File: src/rtl/core/srtf_pkg.sv
// Types and codes shared by the scheduler modules.
`default_nettype none
package srtf_pkg;

  typedef enum logic {
    OP_LOAD = 1'b0,
    OP_TICK = 1'b1
  } op_t;

  typedef enum logic [1:0] {
    ST_LOADED = 2'd0,
    ST_FULL   = 2'd1,
    ST_RAN    = 2'd2,
    ST_IDLE   = 2'd3
  } status_t;

  // One process table entry as held in the slot memory.
  typedef struct packed {
    logic [7:0]  id;
    logic [15:0] arrival;
    logic [15:0] burst;
    logic [15:0] remaining;
  } entry_t;

  localparam int unsigned EntryW = $bits(entry_t);

  // Control from the sequencer to the selection unit.
  typedef struct packed {
    logic start;
    logic sample;
  } pick_ctrl_t;

endpackage
`default_nettype wire

File: src/rtl/core/srtf_process_scheduler_unit.sv
// Shortest-remaining-time-first scheduler: slot table in RAM, sequencer and result register.
// Load: accept, examine the slots in order up to the first free one (all of them when full),
//   then post the result once the output register is free.
// Tick: accept, scan every slot through the slot RAM read port, decide, finish on completion,
//   then post the result once the output register is free.
// One transaction in flight at a time; a posted result may wait while the next is accepted.
// Reset (synchronous, rst_n low) clears valid bits, the time counter and the output valid, and idles the sequencer.
`default_nettype none
module srtf_process_scheduler_unit
  import srtf_pkg::*;
#(
  parameter int NUM_SLOTS = 16
) (
  input  wire logic        clk,
  input  wire logic        rst_n,
  input  wire logic        in_tvalid,
  output logic             in_tready,
  input  wire logic [39:0] in_tdata,   // proc_id[7:0], arrive_at[23:8], burst_len[39:24]
  input  wire logic [0:0]  in_tuser,   // op[0]
  output logic             out_tvalid,
  input  wire logic        out_tready,
  output logic [63:0]      out_tdata,  // now[15:0], run_id[23:16], finished[24],
                                       // turnaround[40:25], waiting[56:41], zero[63:57]
  output logic [1:0]       out_tuser   // status[1:0]
);

  localparam int IDX_W = $clog2(NUM_SLOTS);
  localparam int CNT_W = $clog2(NUM_SLOTS + 1);

  typedef enum logic [2:0] {
    S_IDLE,
    S_LOAD,
    S_SCAN,
    S_DECIDE,
    S_FIN,
    S_POST
  } state_t;

  // Sequencer state
  state_t               state_r,    state_nxt;
  logic [CNT_W-1:0]     cnt_r,      cnt_nxt;
  logic                 rd_pend_r,  rd_pend_nxt;
  logic [IDX_W-1:0]     rd_idx_r,   rd_idx_nxt;
  logic [NUM_SLOTS-1:0] valid_r,    valid_nxt;
  logic [15:0]          clock_r,    clock_nxt;

  // Captured transaction
  op_t                  op_r,       op_nxt;
  logic [7:0]           pid_r,      pid_nxt;
  logic [15:0]          arr_r,      arr_nxt;
  logic [15:0]          bl_r,       bl_nxt;

  // Result under construction
  status_t              status_r,   status_nxt;
  logic [7:0]           run_r,      run_nxt;
  logic                 fin_r,      fin_nxt;
  logic [16:0]          tat_r,      tat_nxt;
  logic [15:0]          wait_r,     wait_nxt;

  // Output register
  logic                 out_vld_r,  out_vld_nxt;
  logic [1:0]           out_user_r, out_user_nxt;
  logic [63:0]          out_data_r, out_data_nxt;

  // Slot memory ports
  logic                 ram_we;
  logic [IDX_W-1:0]     ram_waddr;
  entry_t               ram_wdata;
  logic                 ram_re;
  logic [IDX_W-1:0]     ram_raddr;
  entry_t               ram_rdata;

  // Selection unit
  pick_ctrl_t           pick_ctrl;
  logic                 pick_found;
  logic [IDX_W-1:0]     pick_idx;
  entry_t               pick_best;

  logic                 in_acc;
  logic                 out_free;
  logic [IDX_W-1:0]     cnt_idx;
  logic [15:0]          rem_dec;
  logic [15:0]          tat_sat;

  assign in_tready = (state_r == S_IDLE);
  assign in_acc    = in_tvalid && in_tready;
  assign out_free  = !out_vld_r || out_tready;
  assign cnt_idx   = cnt_r[IDX_W-1:0];
  assign rem_dec   = pick_best.remaining - 16'd1;
  assign tat_sat   = tat_r[16] ? 16'hFFFF : tat_r[15:0];

  srtf_ram #(
    .WIDTH (EntryW),
    .DEPTH (NUM_SLOTS)
  ) u_slot_ram (
    .clk   (clk),
    .we    (ram_we),
    .waddr (ram_waddr),
    .wdata (ram_wdata),
    .re    (ram_re),
    .raddr (ram_raddr),
    .rdata (ram_rdata)
  );

  srtf_pick #(
    .IDX_W (IDX_W)
  ) u_pick (
    .clk      (clk),
    .rst_n    (rst_n),
    .ctrl     (pick_ctrl),
    .now      (clock_r),
    .slot_ok  (valid_r[rd_idx_r]),
    .idx      (rd_idx_r),
    .entry    (ram_rdata),
    .found    (pick_found),
    .best_idx (pick_idx),
    .best     (pick_best)
  );

  always_comb begin
    state_nxt    = state_r;
    cnt_nxt      = cnt_r;
    rd_pend_nxt  = 1'b0;
    rd_idx_nxt   = rd_idx_r;
    valid_nxt    = valid_r;
    clock_nxt    = clock_r;
    op_nxt       = op_r;
    pid_nxt      = pid_r;
    arr_nxt      = arr_r;
    bl_nxt       = bl_r;
    status_nxt   = status_r;
    run_nxt      = run_r;
    fin_nxt      = fin_r;
    tat_nxt      = tat_r;
    wait_nxt     = wait_r;
    out_vld_nxt  = out_vld_r && !out_tready;
    out_user_nxt = out_user_r;
    out_data_nxt = out_data_r;
    ram_we       = 1'b0;
    ram_waddr    = cnt_idx;
    ram_wdata    = '0;
    ram_re       = 1'b0;
    ram_raddr    = cnt_idx;
    pick_ctrl    = '0;

    unique case (state_r)
      S_IDLE: begin
        if (in_acc) begin
          op_nxt          = op_t'(in_tuser[0]);
          pid_nxt         = in_tdata[7:0];
          arr_nxt         = in_tdata[23:8];
          // A zero burst is held as one unit so the slot is freed eventually.
          bl_nxt          = (in_tdata[39:24] == 16'd0) ? 16'd1 : in_tdata[39:24];
          cnt_nxt         = '0;
          pick_ctrl.start = 1'b1;
          state_nxt       = (op_t'(in_tuser[0]) == OP_TICK) ? S_SCAN : S_LOAD;
        end
      end

      // Walk the valid bits for the lowest free slot.
      S_LOAD: begin
        run_nxt  = 8'd0;
        fin_nxt  = 1'b0;
        tat_nxt  = '0;
        wait_nxt = 16'd0;
        if (!valid_r[cnt_idx]) begin
          ram_we             = 1'b1;
          ram_waddr          = cnt_idx;
          ram_wdata.id       = pid_r;
          ram_wdata.arrival  = arr_r;
          ram_wdata.burst    = bl_r;
          ram_wdata.remaining = bl_r;
          valid_nxt[cnt_idx] = 1'b1;
          status_nxt         = ST_LOADED;
          state_nxt          = S_POST;
        end else if (cnt_r == CNT_W'(NUM_SLOTS - 1)) begin
          status_nxt = ST_FULL;
          state_nxt  = S_POST;
        end else begin
          cnt_nxt = cnt_r + CNT_W'(1);
        end
      end

      // Stream every slot through the selection unit; data arrives in the cycle after its address.
      S_SCAN: begin
        pick_ctrl.sample = rd_pend_r;
        if (cnt_r < CNT_W'(NUM_SLOTS)) begin
          ram_re      = 1'b1;
          ram_raddr   = cnt_idx;
          rd_pend_nxt = 1'b1;
          rd_idx_nxt  = cnt_idx;
          cnt_nxt     = cnt_r + CNT_W'(1);
        end else begin
          state_nxt = S_DECIDE;
        end
      end

      S_DECIDE: begin
        fin_nxt  = 1'b0;
        tat_nxt  = '0;
        wait_nxt = 16'd0;
        if (!pick_found) begin
          status_nxt = ST_IDLE;
          run_nxt    = 8'd0;
          state_nxt  = S_POST;
        end else begin
          status_nxt          = ST_RAN;
          run_nxt             = pick_best.id;
          ram_we              = 1'b1;
          ram_waddr           = pick_idx;
          ram_wdata           = pick_best;
          ram_wdata.remaining = rem_dec;
          if (rem_dec == 16'd0) begin
            // Completion: free the slot, finish time is now plus one.
            valid_nxt[pick_idx] = 1'b0;
            tat_nxt   = {1'b0, clock_r} + 17'd1 - {1'b0, pick_best.arrival};
            state_nxt = S_FIN;
          end else begin
            state_nxt = S_POST;
          end
        end
      end

      S_FIN: begin
        fin_nxt   = 1'b1;
        tat_nxt   = {1'b0, tat_sat};
        wait_nxt  = (tat_sat >= pick_best.burst) ? (tat_sat - pick_best.burst) : 16'd0;
        state_nxt = S_POST;
      end

      // Hold the result until the output register is free.
      S_POST: begin
        if (out_free) begin
          out_vld_nxt  = 1'b1;
          out_user_nxt = status_r;
          out_data_nxt = {7'd0, wait_r, tat_r[15:0], fin_r, run_r, clock_r};
          if (op_r == OP_TICK && clock_r != 16'hFFFF) begin
            clock_nxt = clock_r + 16'd1;
          end
          state_nxt = S_IDLE;
        end
      end

      default: state_nxt = S_IDLE;
    endcase
  end

  always_ff @(posedge clk) begin
    if (!rst_n) begin
      state_r   <= S_IDLE;
      cnt_r     <= '0;
      rd_pend_r <= 1'b0;
      valid_r   <= '0;
      clock_r   <= 16'd0;
      out_vld_r <= 1'b0;
    end else begin
      state_r   <= state_nxt;
      cnt_r     <= cnt_nxt;
      rd_pend_r <= rd_pend_nxt;
      valid_r   <= valid_nxt;
      clock_r   <= clock_nxt;
      out_vld_r <= out_vld_nxt;
    end
    rd_idx_r   <= rd_idx_nxt;
    op_r       <= op_nxt;
    pid_r      <= pid_nxt;
    arr_r      <= arr_nxt;
    bl_r       <= bl_nxt;
    status_r   <= status_nxt;
    run_r      <= run_nxt;
    fin_r      <= fin_nxt;
    tat_r      <= tat_nxt;
    wait_r     <= wait_nxt;
    out_user_r <= out_user_nxt;
    out_data_r <= out_data_nxt;
  end

  assign out_tvalid = out_vld_r;
  assign out_tuser  = out_user_r;
  assign out_tdata  = out_data_r;

endmodule
`default_nettype wire

File: src/rtl/core/srtf_ram.sv
// Generic single-port-write, single-port-read RAM with registered read data.
`default_nettype none
module srtf_ram #(
  parameter int WIDTH = 8,
  parameter int DEPTH = 16
) (
  input  wire logic                     clk,
  input  wire logic                     we,
  input  wire logic [$clog2(DEPTH)-1:0] waddr,
  input  wire logic [WIDTH-1:0]         wdata,
  input  wire logic                     re,
  input  wire logic [$clog2(DEPTH)-1:0] raddr,
  output logic      [WIDTH-1:0]         rdata
);

  logic [WIDTH-1:0] mem [DEPTH];

  always_ff @(posedge clk) begin
    if (we) begin
      mem[waddr] <= wdata;
    end
    if (re) begin
      rdata <= mem[raddr];
    end
  end

endmodule
`default_nettype wire

File: src/rtl/core/srtf_pick.sv
// Running minimum over the slot stream: least remaining time, ties to the lowest slot.
`default_nettype none
module srtf_pick
  import srtf_pkg::*;
#(
  parameter int IDX_W = 4
) (
  input  wire logic             clk,
  input  wire logic             rst_n,
  input  wire pick_ctrl_t       ctrl,
  input  wire logic [15:0]      now,
  input  wire logic             slot_ok,
  input  wire logic [IDX_W-1:0] idx,
  input  wire entry_t           entry,
  output logic                  found,
  output logic [IDX_W-1:0]      best_idx,
  output entry_t                best
);

  logic             found_r;
  logic             found_nxt;
  logic [IDX_W-1:0] best_idx_r;
  entry_t           best_r;
  logic             take;

  // Strictly less keeps the earlier slot on a tie.
  assign take = ctrl.sample && slot_ok && (entry.arrival <= now) &&
                (entry.remaining != 16'd0) &&
                (!found_r || (entry.remaining < best_r.remaining));

  always_comb begin
    found_nxt = found_r;
    if (ctrl.start) begin
      found_nxt = 1'b0;
    end else if (take) begin
      found_nxt = 1'b1;
    end
  end

  always_ff @(posedge clk) begin
    if (!rst_n) begin
      found_r <= 1'b0;
    end else begin
      found_r <= found_nxt;
    end
    if (take) begin
      best_idx_r <= idx;
      best_r     <= entry;
    end
  end

  assign found    = found_r;
  assign best_idx = best_idx_r;
  assign best     = best_r;

endmodule
`default_nettype wire

File: config.mk
export PLATFORM = sky130hd
export DESIGN_NAME = srtf_process_scheduler_unit
export DESIGN_NICKNAME = d
export VERILOG_FILES = /design/src/rtl/core/srtf_pkg.sv /design/src/rtl/core/srtf_process_scheduler_unit.sv /design/src/rtl/core/srtf_ram.sv /design/src/rtl/core/srtf_pick.sv
export SDC_FILE = /design/constraint.sdc
export NUM_CORES = 1
export LEC_CHECK = 0
export BUFFER_PORTS_ARGS = -buffer_cell sky130_fd_sc_hd__buf_2
export CAP_MARGIN = 20
export CORE_AREA = 4 4 405 207
export CTS_CLUSTER_DIAMETER = 60
export CTS_CLUSTER_SIZE = 8
export DETAILED_ROUTE_END_ITERATION = 12
export DIE_AREA = 0 0 409 211
export HOLD_SLACK_MARGIN = 0.03
export PLACE_DENSITY = 0.76
export SETUP_SLACK_MARGIN = 0.02
export SLEW_MARGIN = 20
export SYNTH_ARGS = -nofsm -noshare
export SYNTH_HDL_FRONTEND = slang
export SYNTH_SLANG_ARGS = --single-unit
File: constraint.sdc
create_clock -name clk -period 7.2 [get_ports clk]
set_clock_uncertainty 0.15 [all_clocks]
set_input_delay 0.36 -clock clk [delete_from_list [all_inputs] [get_ports clk]]
set_output_delay 0.36 -clock clk [all_outputs]
set_load 0.05 [all_outputs]
==> qor.csv <==
stage;metric;value;unit
outcome;status;completed;
finish;drive_gt1_share;26.0;%
logic_synthesis;synth_area_leaders;edfxtp_1 73%, mux4_2 14%, ha_1 2.2%;
route;via_count;25800;
worst_setup_path;worst-path-max-fanout;29;
sta;max_freq;0.201;GHz
worst_setup_path;start_kind;flip-flop;
worst_setup_path;crit_type;flip-flop to flip-flop;
worst_setup_path;slowest_delay;0.89;ns
sta;worstMarginPinSlew;1.23;ns
global_routing;antenna_found_initial;2;
floorplanning;die-height;211;microns
finish;num_antenna_cells;0;
worst_setup_path;crit_path_cell_trace;inv_1 > ha_1 > a21o_1 > a2111oi_0 > a21oi_1 > o21a_1 > o21ai_0 > nand2_1 > a21oi_4 > buf_4;
clocking;cts.clk_slew.worst_paths;0.05;ns
pwr;seqPwrFrac;47.0;%
logic_synthesis;synth_top_family_by_area;multiplexers;
clocking;cts.sinks;1203;
finish;syn_to_final_growth;15.0;%
logic_synthesis;synthAdderAreaFrac;2.33;%
logic_synthesis;yosysSeqAreaShare;74.5;%
logic_synthesis;muxShareOfSynthArea;13.6;%
logic_synthesis;yosysTopAreaCell;edfxtp_1;
logic_synthesis;synth-main-ff-cell;edfxtp_1;
pwr;clockPowerShare;36.2;%
clocking;cts_tree;yes;
route;drt_drc_violations_left;0;
floorplanning;ios;113;
floorplanning;initial_core_util;59.4;%
clocking;cts-root-buf;clkbuf_16;
logic_synthesis;synth_top_area_share;72.7;%
global_routing;grt_overflow;0;
pwr;power;19.4;mW
sta;setup_tns;0;ns
floorplanning;coreArea;80600;sq um
clocking;cts_setup_buffers;0;
sta;setup_viol;0;
logic_synthesis;synthArstFlopShare;0;%
clocking;cts_buffers;168;
logic_synthesis;synth_area;47900;sq um
route;wl_per_cell;32.4;microns
logic_synthesis;ys_warn_count;0;
worst_setup_path;cp_slowest_cell;o21ai_0;
floorplanning;die-area;86300;sq um
worst_setup_path;endpoint_kind;flip-flop;
worst_setup_path;cp_num_buf_inv;2;
global_routing;grt_use_total;29.4;%
worst_setup_path;critPathTopFamily;compound AO/OA/AOI/OAI gates;
sta;slew_headroom;17.7;%
finish;fin_nets;2832;
sta;post-route-period-util;69.1;%
sta;finalCriticalPeriod;4.98;ns
sta;finalHoldViolations;0;
pwr;switching_share;26.6;%
route;drtIter0Drc;4574;
clocking;htreeDepth;4;
logic_synthesis;syn_avg_cell_area;19.8;sq um
logic_synthesis;synth-seq-cells;1203;
logic_synthesis;yosysUniqueCellTypes;68;
finish;mostFrequentLayoutCell;edfxtp_1;
pwr;p_leak;18.2;nW
pwr;p_per_area;352;nW/um^2
floorplanning;row_count;74;
place;hpwl;71.2;mm
logic_synthesis;synth-simple-area-share;3.66;%
pwr;cellInternalPower;14.2;mW
sta;rsz0062_at_grt;no;
global_routing;first_global_vias;25700;
place;port_buffers;105;
sta;maxSlewViolCount;0;
route;vias_per_cell;6.72;
clocking;clk_latency;0.73;ns
pwr;pwr-share-comb;16.8;%
pwr;p_switching;5.16;mW
route;routed_wl;124;mm
clocking;cts.path.max_buffers;3;
floorplanning;dieWidth;409;microns
pwr;peakVddDrop;0.253;mV
logic_synthesis;synthXorXnorAreaFrac;0.896;%
place;gp_congestion;0.979;
logic_synthesis;synthCells;2420;
route;antenna_left;0;
global_routing;grt_max_degree;153;
finish;n_fill_cell;4928;
global_routing;grt_pass1_wl;181;mm
logic_synthesis;synth_compound_area_share;3.31;%
job;cap_violations;0;
worst_setup_path;required;7.41;ns
route;dr.pass1.iters;5;
logic_synthesis;synth_edf_count;1160;
hold_path;holdCritPathClass;input port to flip-flop;
finish;final_cell_mix;1160 x edfxtp_1, 289 x mux4_2, 173 x clkbuf_16;
worst_setup_path;crit_arrival;5.19;ns
stage by stage:
step                hold slack, ns  cells  util, %  worst slack [ns]  cell area (sq um)
CTS                          0.107   3836     68.3              2.49              55000
detailed placement           0.255   3588     62.1              2.55              50100
global placement             0.251   3587     62.1              2.54              50100
floorplan                    0.250   2426        -              1.63              47900
global route                 0.171   3836     68.3              2.24              55100
finish                       0.175   3836     68.3              2.22              55100
registers in the layout, indices dropped and copies added, names as in the netlist, 16 cells and up:
register,flops
bl_r,16
clock_r,16
u_pick.best,56
valid_r,16
out_tdata,57
u_slot_ram.rdata,56
wait_r,16
tat_r,17
u_slot_ram.mem,896
arr_r,16
cell families after synthesis:
logic type               Yosys count
XOR/XNOR                          49
flip-flops                      1203
other                              1
buffers and inverters            202
AND/OR/NAND/NOR                  344
adder cells (fa/ha/maj)           88
AO/OA/AOI/OAI                    243
multiplexers                     290
cells in the mapped netlist, types with 3 or more instances:
cell,instances
a311oi_1,3
nand2b_1,11
xnor2_1,39
o22ai_1,9
o21ai_0,83
nand3_1,15
o31a_1,7
o21bai_1,7
nor4_1,26
a211oi_1,12
nor2b_1,7
inv_1,81
o21a_1,7
clkbuf_1,86
or2_2,19
a2111oi_0,4
nor3_1,19
xor2_1,10
or4_1,8
edfxtp_1,1160
a22o_1,17
or3_1,5
a21o_1,24
and3_1,11
mux4_2,289
a21oi_1,38
nor2_1,73
and2_1,24
dfxtp_1,43
a32o_1,4
buf_1,20
buf_4,7
nand4_1,16
nand2_1,95
a21boi_0,5
o211ai_1,3
buf_2,6
ha_1,86
metal layers:
metal,GRT usage (%),share of wire [%]
met4,8.12,2.3
met5,0,0
met3,9.65,14
met2,40.9,44
met1,45.3,41
final cells by class:
class / count / area [sq um] / area share (%)
repair buffers: 223 / 1540 / 2.80
flip-flops and latches: 1203 / 35700 / 64.8
multi-input cells: 1021 / 11600 / 21.1
well taps: 1102 / 1380 / 2.50
inverters: 82 / 308 / 0.559
clock inverters: 9 / 104 / 0.189
clock buffers: 196 / 4420 / 8.02
worst paths after layout:
kind | startpoint | endpoint | slack, ns | depth (start not counted)
worst max-delay path | clock_r[3] | u_pick.best[29] | 2.22 | 10
worst min-delay path | rst_n | clock_r[12] | 0.17 | 2
worst max register to register | clock_r[3] | u_pick.best[29] | 2.22 | 10
worst min register to register | wait_r[13] | out_tdata[54] | 0.27 | 0
power by group through the flow:
stage	logic [mW]	registers (mW)	clock network [mW]
3_3_place_gp	3.02	9.19	0
5_1_grt	3.45	9.14	7.43
6_report	3.25	9.11	7.02
2_1_floorplan	2.08	9.10	0
3_5_place_dp	3.13	9.20	0
4_1_cts	3.20	9.10	7.09
what timing repair did:
item / 4_1_cts / 5_1_grt
endpoints found under the hold margin: 45 / 0
gates resized for setup: 0 / 0
hold buffers: 43 / 0
Note: power is estimated with default switching activity, not from simulation.
